## src/rtl/core/blb_ram.sv

```systemverilog
`default_nettype none

module blb_ram #(
    parameter int WIDTH = 8,
    parameter int DEPTH = 64
) (
    input  wire logic                     clk,
    input  wire logic                     we,
    input  wire logic [$clog2(DEPTH)-1:0] waddr,
    input  wire logic [WIDTH-1:0]         wdata,
    input  wire logic [$clog2(DEPTH)-1:0] raddr,
    output logic      [WIDTH-1:0]         rdata
);

    logic [WIDTH-1:0] mem [DEPTH];

    always_ff @(posedge clk)
    begin
        if (we)
        begin
            mem[waddr] <= wdata;
        end
        rdata <= mem[raddr];
    end

endmodule

`default_nettype wire

```

## config.mk

```make
export PLATFORM = sky130hd
export DESIGN_NAME = blb_ram
export DESIGN_NICKNAME = d
export VERILOG_FILES = /design/src/rtl/core/blb_ram.sv
export SDC_FILE = /design/constraint.sdc
export NUM_CORES = 1
export LEC_CHECK = 0
export BUFFER_PORTS_ARGS = -buffer_cell sky130_fd_sc_hd__buf_4
export CAP_MARGIN = 20
export CELL_PAD_IN_SITES_DETAIL_PLACEMENT = 0
export CELL_PAD_IN_SITES_GLOBAL_PLACEMENT = 1
export CORE_ASPECT_RATIO = 0.9
export CORE_UTILIZATION = 47
export DETAILED_ROUTE_END_ITERATION = 6
export PLACE_DENSITY = 0.74
export SYNTH_ARGS = -nofsm -noshare
export SYNTH_HDL_FRONTEND = slang
export SYNTH_SLANG_ARGS = --single-unit
```

## constraint.sdc

```tcl
create_clock -name clk -period 5.2 [get_ports clk]
set_input_delay 0.52 -clock clk [delete_from_list [all_inputs] [get_ports clk]]
set_output_delay 0.52 -clock clk [all_outputs]
set_load 0.03 [all_outputs]
```

==> flow_metrics.py, run 1 <==
metrics = {
    "status": {
        "status": "complete, but fails checks",
        "violations": "DRC",
    },
    "pwr": {
        "ir_drop_v": 0.000206,
        "pwr_density_cell_mw_per_mm2": 390,
        "leakage_nw": 6.96,
    },
    "timing": {
        "finalHoldViolCount": 0,
        "finalSetupViolCount": 0,
        "finalMaxSlewViolations": 0,
        "slew_headroom_pct": 31.6,
        "tns_ns": 0,
        "fmax_mhz": 385,
        "fin_crit_ns": 2.60,
        "rsz0062_at_grt": "no",
        "clock_skew_ns": 0.00921,
        "tightest_slew_ns": 1.02,
        "fin_hold_ws_ns": 0.289,
        "final.period_utilization_pct": 49.9,
    },
    "critical_path": {
        "crit_path_end_kind": "flip-flop",
        "r2r-start": "mem[3][3]",
        "crit_required_ns": 5.64,
        "worstSetupStartpoint": "raddr[0]",
        "cp_slowest_cell": "clkbuf_8",
        "cp-start-kind": "input pin",
        "crit_arrival_ns": 3.03,
        "crit_path_max_fanout": 63,
        "slowest_delay_ns": 0.59,
        "rr_worst_depth": 4,
        "cp_common_cell": "mux4_2",
        "critPathKind": "in -> reg",
        "path_cells": "clkbuf_8 > buf_4 > mux4_2 > mux4_2 > o21ai_1 > o41ai_1",
        "ff2ff_setup_slack_ns": 3.10,
    },
    "synthesis": {
        "ys_async_sr_fraction_pct": 0,
        "ys_types": 40,
        "synthesis.nets": 962,
        "synthTopCellsByArea": "edfxtp_1, mux4_2, nor2_1",
        "synth_edf_count": 512,
        "syn_inst": 940,
        "seq_area_frac_synth_pct": 77.0,
        "synth_top_cell_area_share_pct": 76.2,
        "synth.most_common_cell": "edfxtp_1",
        "yosys_warnings": 0,
        "synth_common_cells": "edfxtp_1, mux4_2, nor2_1, mux2i_1, nand2_1",
        "yosysTopAreaCell": "edfxtp_1",
        "synth_area_mm2": 0.0202,
        "postSynthAreaPerCell_um2": 21.5,
        "synth-seq-cells": 520,
        "ys.flop_type": "edfxtp_1",
    },
    "global_route": {
        "grt_pass1_wl_um": 64500,
        "grt-busiest-layer": "met2",
        "grt_max_degree": 65,
        "antenna_found_initial": 2,
        "track_usage_pct": 20.8,
        "grt_overflow": 0,
        "grtUsageMet3_pct": 3.03,
        "met2_usage_pct": 31.2,
        "grt_pass1_vias": 9633,
        "use_met1_pct": 31.0,
    },
    "finish": {
        "fin_nets": 1004,
        "fill_cells": 3169,
        "syn_to_final_growth_pct": 11.8,
        "layout-drive-gt1-share_pct": 24.0,
    },
    "routing": {
        "dr.first_iter.drc_count": 985,
        "num_vias": 9396,
        "drt_wl_total_um": 43400,
        "antenna_left": 0,
        "first_pass_iters": 7,
        "drt-vias-per-instance": 5.98,
        "avgRoutedWirePerCell_um": 27.7,
        "route.detailed.drc": 2,
    },
    "floorplanning": {
        "dieArea_mm2": 0.0437,
        "die_y_um": 199,
        "coreArea_mm2": 0.0420,
        "fp.dieW_um": 220,
        "rows": 71,
        "io_pins": 30,
        "start_util_pct": 48.0,
    },
    "hold_path": {
        "hp-class": "in -> reg",
        "hp-start": "raddr[5]",
        "min_path_cells": 2,
    },
    "flow_run": {
        "drv_cap": 0,
    },
    "clock_tree": {
        "cts_made_buffers": 52,
        "cts_resized": 0,
        "htree_levels": 2,
        "cts.sinks": 520,
        "path_clk_slew_ns": 0.06,
        "ctsHoldBuffers": 0,
        "clock_path_buffers": 3,
        "insertion_delay_ns": 0.58,
        "root_buffer": "clkbuf_16",
        "cts_tree": "yes",
        "cts_setup_buffers": 0,
    },
    "placement": {
        "gp_congestion": 0.817,
        "port_buffers": 29,
        "hpwlAfterDp_um": 25700,
    },
}
-- registers in the layout, indices dropped and copies added (netlist names) --
register / count
mem: 512
rdata: 8
-- stage by stage --
step / power, mW / utilization (%) / cell area [µm²] / setup WS (ns) / instances
floorplan: 5.00 / - / 20200 / 3.01 / 940
global placement: 5.17 / 49.6 / 20900 / 1.99 / 1474
detailed placement: 5.18 / 49.6 / 20900 / 1.98 / 1474
CTS: 8.86 / 53.6 / 22500 / 2.60 / 1567
global route: 9.03 / 53.6 / 22500 / 2.45 / 1570
finish: 8.80 / 53.6 / 22500 / 2.60 / 1570
-- layout by cell type, fill, tap and decap left out, drive strengths merged, types with 2 or more instances in the layout --
master   instances
edfxtp         512
mux4           126
nor2            83
clkbuf          64
buf             38
mux2i           23
clkinv          22
nand2           19
nor2b           14
mux2            13
nand3           13
o221ai           8
o22ai            8
dfxtp            8
nand2b           7
nor3             7
bufinv           7
a221oi           6
a211oi           4
o21ai            4
nand3b           3
a21oi            3
a22oi            3
o2111ai          3
o2bb2ai          3
diode            2
o221a            2
nor4             2
o32ai            2
a2111oi          2
o21a             2
o41ai            2
nand4            2
-- final timing paths --
check	to
max reg2reg	rdata[3]
max	rdata[3]
min	rdata[5]
min reg2reg	rdata[0]
-- cells by family after synthesis --
group	count (synthesis)	synth area share (%)
compound gates	54	2.07
mux	162	15.9
buf+inv	51	1.57
flops	520	77.0
simple gates	153	3.39
-- critical path, delay by kind of cell --
kind	cells	cell delay [ns]
AO/OA/AOI/OAI	2	0.29
buffers and inverters	2	1.04
multiplexers	2	1.05
-- metal layers --
metal  part of all wire (%)  routed length, µm
met5                      0                  0
met4                    2.6               1140
met3                    6.2               2690
met2                     47              20400
met1                     44              19200
-- report_power, final --
part	internal, mW	switching [mW]
registers	4.64	0.0151
logic	0.162	0.272
clock network	2.20	1.51
total	7.00	1.80
-- layout make-up --
class	instances	area [µm²]	share of cell area, %
Clock inverter	30	305	1.35
Timing Repair Buffer	39	328	1.45
Multi-Input combinational cell	369	4320	19.1
Sequential cell	520	15500	68.9
Tap cell	547	684	3.04
Clock buffer	63	1360	6.05
Antenna cell	2	5.00	0.0222
Note: power is estimated with default switching activity, not from simulation.
==> run 2: changes to the inputs <==
Clock period 5.2 ns to 2.7 ns, I/O delays scaled along.
==> run 2 against run 1 <==
Net effect: the run still ends with DRC left; combinational power is 100% higher; critical path depth is 1 lower; clock-buffer cell count is 8 lower; clock skew hardly changed; non-clock buffer count is 86 higher; via count is 3.6% higher; clock power is 95% higher; register-to-register slack worse by 2.5 ns; first-iteration DRC count is 0.41% lower; critical path type is now reg -> reg; largest power group unchanged.
==> flow_metrics.py, run 2 (synthesis results as in run 1) <==
metrics = {
    "timing": {
        "finalWorstSetupSlack_ns": 0.612,
        "tightest_slew_ns": 0.752,
        "clock_skew_ns": 0.00934,
        "final.period_utilization_pct": 77.3,
        "finalMaxSlewViolations": 0,
        "fin_hold_ws_ns": 0.0635,
        "fmax_mhz": 479,
        "rsz0062_at_grt": "no",
        "fin_crit_ns": 2.09,
        "tns_ns": 0,
        "slew_headroom_pct": 49.9,
        "finalSetupViolCount": 0,
        "finalHoldViolCount": 0,
    },
    "finish": {
        "regArea_mm2": 0.0155,
        "largest_register_ffs": 512,
        "layout_commonest_cell": "edfxtp_1",
        "largest_register": "mem",
        "layoutNonFillerInstCount": 1654,
        "layout-drive-gt1-share_pct": 30.7,
        "n_antenna_cell": 0,
        "fill_cells": 3132,
        "reg_top3": "mem: 512 flops, rdata: 8 flops",
        "syn_to_final_growth_pct": 15.3,
        "multiInputGateArea_mm2": 0.00432,
        "fin_nets": 1089,
        "most-common-layout-cells": "edfxtp_1, mux4_2, buf_4",
    },
    "placement": {
        "dpl_worst_slack_ns": 0.0660,
        "hpwlAfterDp_um": 27700,
        "port_buffers": 29,
        "place_inst": 1561,
        "gp_congestion": 0.796,
    },
    "clock_tree": {
        "clock_path_buffers": 3,
        "ctsHoldBuffers": 0,
        "insertion_delay_ns": 0.58,
        "cts_setup_buffers": 0,
        "cts.sinks": 520,
        "cts_tree": "yes",
        "cts_made_buffers": 51,
        "root_buffer": "clkbuf_16",
        "path_clk_slew_ns": 0.07,
        "cts_resized": 0,
        "htree_levels": 2,
    },
    "global_route": {
        "grt_max_degree": 65,
        "antenna_found_initial": 2,
        "grt_pass1_wl_um": 65400,
        "grt_overflow": 0,
        "grt_pass1_vias": 9783,
        "track_usage_pct": 21.2,
    },
    "routing": {
        "route.detailed.drc": 2,
        "drt-vias-per-instance": 5.88,
        "avgRoutedWirePerCell_um": 26.9,
        "dr.first_iter.drc_count": 981,
        "drt_wl_total_um": 44600,
        "num_vias": 9730,
        "antenna_left": 0,
        "first_pass_iters": 7,
    },
    "hold_path": {
        "hp-start": "raddr[5]",
        "hp-class": "in -> reg",
        "worst_hold_path.endpoint": "rdata[2]",
        "min_path_cells": 3,
    },
    "critical_path": {
        "critPathKind": "reg -> reg",
        "slowest_delay_ns": 0.64,
        "path_cells": "mux4_2 > nor2b_1 > a2111oi_0 > buf_4 > o41ai_1",
        "crit_path_max_fanout": 1,
        "crit_required_ns": 3.16,
        "critical_path_buf_inv_count": 1,
        "crit_arrival_ns": 2.55,
        "ff2ff_setup_slack_ns": 0.61,
        "cp_slowest_cell": "a2111oi_0",
        "crit_path_end_kind": "flip-flop",
        "path_delay_family": "compound AO/OA/AOI/OAI gates",
        "rr_worst_depth": 5,
        "cp-start-kind": "flip-flop",
        "r2r-start": "mem[2][3]",
        "reg2reg_to": "rdata[3]",
    },
    "pwr": {
        "pwr_density_cell_mw_per_mm2": 734,
        "clkPwrFrac_pct": 42.3,
        "power_switching_mw": 3.49,
        "p_comb_share_pct": 5.1,
        "seqPwrFrac_pct": 52.5,
        "power.internal_mw": 13.6,
        "ir_drop_v": 0.000395,
        "leakage_nw": 7.46,
        "swShare_pct": 20.4,
    },
    "floorplanning": {
        "fp.dieW_um": 220,
        "coreArea_mm2": 0.0420,
        "io_pins": 30,
        "die_y_um": 199,
        "start_util_pct": 48.0,
        "dieArea_mm2": 0.0437,
        "rows": 71,
    },
    "status": {
        "status": "complete, but fails checks",
        "violations": "DRC",
    },
    "flow_run": {
        "drv_cap": 0,
    },
}
-- run 2: changes by cell type in the layout (fill, tap and decap cells not counted), sizes merged --
cell    before  now
diode        2    0
bufinv       7    8
clkbuf      64   56
buf         38  124
clkinv      22   29
-- run 2: worst min-delay path: cells and delay by family --
kind                   cells  cell delay, ns
AOI/OAI and AO/OA          1            0.05
buffers and inverters      1            0.19
and+or+nand+nor            1            0.08
-- run 2: how the worst max path moves through the flow --
stage / depth (start not counted) / slack [ns] / startpoint / to
finish: 5 / 0.61 / mem[2][3] / rdata[3]
global route: 5 / 0.60 / mem[2][3] / rdata[3]
CTS: 5 / 0.62 / mem[2][3] / rdata[3]
detailed placement: 6 / 0.07 / raddr[0] / rdata[3]
global placement: 6 / 0.14 / raddr[0] / rdata[3]
floorplan: 7 / 0.76 / raddr[1] / rdata[3]
-- run 2: routing by layer --
metal	track usage, %	vias up	wire, µm
met2	32.5	381	21000
li1	-	4189	-
met3	3.93	52	3320
met1	31.5	5108	19400
met5	0	-	0
met4	5.64	0	823
-- run 2: area by class of cell --
type	count	area share, %
flip-flops and latches	520	66.8
multi-input cells	369	18.6
clock buffers	55	5.74
repair buffers	125	4.33
well taps	547	2.94
clock inverters	38	1.61
-- run 2: per-stage QoR --
step           power [mW]  cell area (µm²)  util [%]
3_5_place_dp         10.0            21500      51.3
3_3_place_gp         10.0            21500      51.3
6_report             17.1            23300      55.3
2_1_floorplan        9.63            20200         -
5_1_grt              17.5            23300      55.3
4_1_cts              17.2            23300      55.3
-- run 2: power groups by stage --
| stage | clock, mW | sequential [mW] | combinational, mW |
|---|---|---|---|
| 2_1_floorplan | 0 | 9.15 | 0.476 |
| 3_3_place_gp | 0 | 9.14 | 0.869 |
| 3_5_place_dp | 0 | 9.14 | 0.882 |
| 4_1_cts | 7.34 | 8.97 | 0.884 |
| 5_1_grt | 7.63 | 8.97 | 0.931 |
| 6_report | 7.23 | 8.97 | 0.873 |
==> run 3: changes to the inputs <==
Settings changed: PLACE_DENSITY 0.74 to 0.76.
Clock period 2.7 ns to 1.71 ns, I/O delays scaled along.
==> run 3 against run 2 <==
Net effect: the flow finishes with violations (DRC, setup timing); non-clock buffer count is 64 higher; critical endpoint is now rdata[2]; highest routed layer unchanged; critical path depth stayed put; setup slack worse by 0.80 ns; register-to-register slack worse by 0.80 ns; largest power group unchanged; clock power is 51% higher; largest cell class unchanged; via count is 3.9% higher.
==> flow_metrics.py, run 3 (synthesis results as in run 1) <==
metrics = {
    "clock_tree": {
        "cts.sinks": 520,
        "cts_setup_buffers": 0,
        "path_clk_slew_ns": 0.06,
        "cts_made_buffers": 51,
        "clock_path_buffers": 3,
        "cts_tree": "yes",
        "insertion_delay_ns": 0.59,
        "htree_levels": 2,
        "root_buffer": "clkbuf_16",
    },
    "finish": {
        "most-common-layout-cells": "edfxtp_1, buf_4, mux4_2",
        "multiInputGateArea_mm2": 0.00444,
        "reg_top3": "mem: 512 flops, rdata: 8 flops",
        "n_antenna_cell": 0,
        "fin_nets": 1153,
        "largest_register_ffs": 512,
        "regArea_mm2": 0.0155,
        "fill_cells": 3052,
        "layout-drive-gt1-share_pct": 35.3,
        "layout_commonest_cell": "edfxtp_1",
        "largest_register": "mem",
        "fin_area_mm2": 0.0239,
        "syn_to_final_growth_pct": 18.4,
        "layoutNonFillerInstCount": 1717,
    },
    "routing": {
        "avgRoutedWirePerCell_um": 26.9,
        "dr.first_iter.drc_count": 1015,
        "drt-vias-per-instance": 5.89,
        "num_vias": 10113,
        "drt_wl_total_um": 46100,
        "route.detailed.drc": 1,
        "antenna_left": 0,
        "first_pass_iters": 7,
    },
    "pwr": {
        "swShare_pct": 20.8,
        "power.internal_mw": 21.1,
        "ir_drop_v": 0.000719,
        "power_switching_mw": 5.54,
        "pwr_density_cell_mw_per_mm2": 1120,
        "p_comb_share_pct": 5.9,
        "seqPwrFrac_pct": 53.1,
        "clkPwrFrac_pct": 41.0,
        "leakage_nw": 7.79,
    },
    "critical_path": {
        "crit_path_max_fanout": 1,
        "cp-start-kind": "flip-flop",
        "crit_path_end_kind": "flip-flop",
        "crit_required_ns": 2.17,
        "critPathKind": "reg -> reg",
        "crit_arrival_ns": 2.35,
    },
    "timing": {
        "clock_skew_ns": 0.0152,
        "slew_headroom_pct": 52.1,
        "final.period_utilization_pct": 111,
        "finalSetupViolCount": 6,
        "finalHoldViolCount": 0,
        "tightest_slew_ns": 0.718,
        "fmax_mhz": 528,
        "finalMaxSlewViolations": 0,
        "fin_crit_ns": 1.89,
        "finalWorstSetupSlack_ns": -0.183,
        "rsz0062_at_grt": "yes",
    },
    "placement": {
        "place_inst": 1625,
        "port_buffers": 29,
        "hpwlAfterDp_um": 29600,
        "dpl_cell_area_mm2": 0.0221,
        "gp_congestion": 0.831,
    },
    "hold_path": {
        "hp-class": "in -> reg",
    },
    "floorplanning": {
        "dieArea_mm2": 0.0437,
        "start_util_pct": 48.0,
        "die_y_um": 199,
        "fp.dieW_um": 220,
        "rows": 71,
        "io_pins": 30,
        "coreArea_mm2": 0.0420,
    },
    "global_route": {
        "grtUsageMet3_pct": 4.53,
        "track_usage_pct": 22.1,
        "use_met1_pct": 31.3,
        "grt-busiest-layer": "met2",
        "met2_usage_pct": 34.3,
        "grt_pass1_wl_um": 68500,
        "antenna_found_initial": 0,
        "grt_pass1_vias": 10372,
        "grt_overflow": 0,
        "grt_max_degree": 65,
    },
    "status": {
        "status": "complete, but fails checks",
        "violations": "DRC, setup timing",
    },
    "flow_run": {
        "drv_cap": 0,
    },
}
[run 3: cell types whose count changed in the layout (fill, tap and decap cells not counted), sizes merged]
cell	before	now
buf	124	186
bufinv	8	4
clkbuf	56	69
clkinv	29	18
dlygate4sd3	0	2
inv	0	1
[run 3: power groups by stage]
| stage | clock network (mW) | logic, mW | registers [mW] |
|---|---|---|---|
| after floorplan | 0 | 0.764 | 14.4 |
| after global placement | 0 | 1.51 | 14.4 |
| after detailed placement | 0 | 1.54 | 14.4 |
| after CTS | 11.1 | 1.58 | 14.2 |
| after global routing | 11.5 | 1.68 | 14.2 |
| final | 10.9 | 1.58 | 14.2 |
[run 3: cell type report]
cell class / count / share of cell area, %
multi-input combinational: 369 / 18.6
clock inverter: 24 / 0.901
timing repair buffer: 189 / 6.72
clock buffer: 68 / 5.87
tap: 547 / 2.87
sequential: 520 / 65.0
[run 3: worst max-delay path, cell delays in order (launching register included)]
cell and delay, ns:
edfxtp_1 0.37, mux4_2 0.49, mux4_2 0.52, nor2_4 0.19
nor3_2 0.06, o2bb2ai_1 0.14
[run 3: stage by stage]
step	util, %	hold slack (ns)	TNS, ns	total power, mW	worst slack, ns
floorplan	-	0.270	-0.0155	15.2	-0.00945
global placement	52.7	0.593	-4.38	15.9	-0.667
detailed placement	52.7	0.595	-4.41	16.0	-0.680
CTS	56.8	0.00458	-0.765	26.8	-0.220
global route	56.8	0.0210	-0.967	27.4	-0.222
finish	56.8	0.0158	-0.656	26.7	-0.183
[run 3: worst paths after layout]
check        startpoint         to  slack, ns  cells after the start
min            wdata[2]  mem[6][2]       0.02                      1
max reg2reg   mem[4][2]   rdata[2]      -0.18                      5
max           mem[4][2]   rdata[2]      -0.18                      5
min reg2reg  mem[23][0]   rdata[0]       0.84                      4
[run 3: repair_timing]
action,CTS,global route
gates resized for setup,24,4
pin swaps,6,2
hold endpoints to repair,20,0
hold buffers,2,0
setup endpoints to repair,8,8
[run 3: metal layers]
layer  up-vias  part of all wire, %
met1      5301                   41
met3        84                  7.8
met4         0                  3.2
met5         -                    0
met2       410                   48
li1       4318                    -
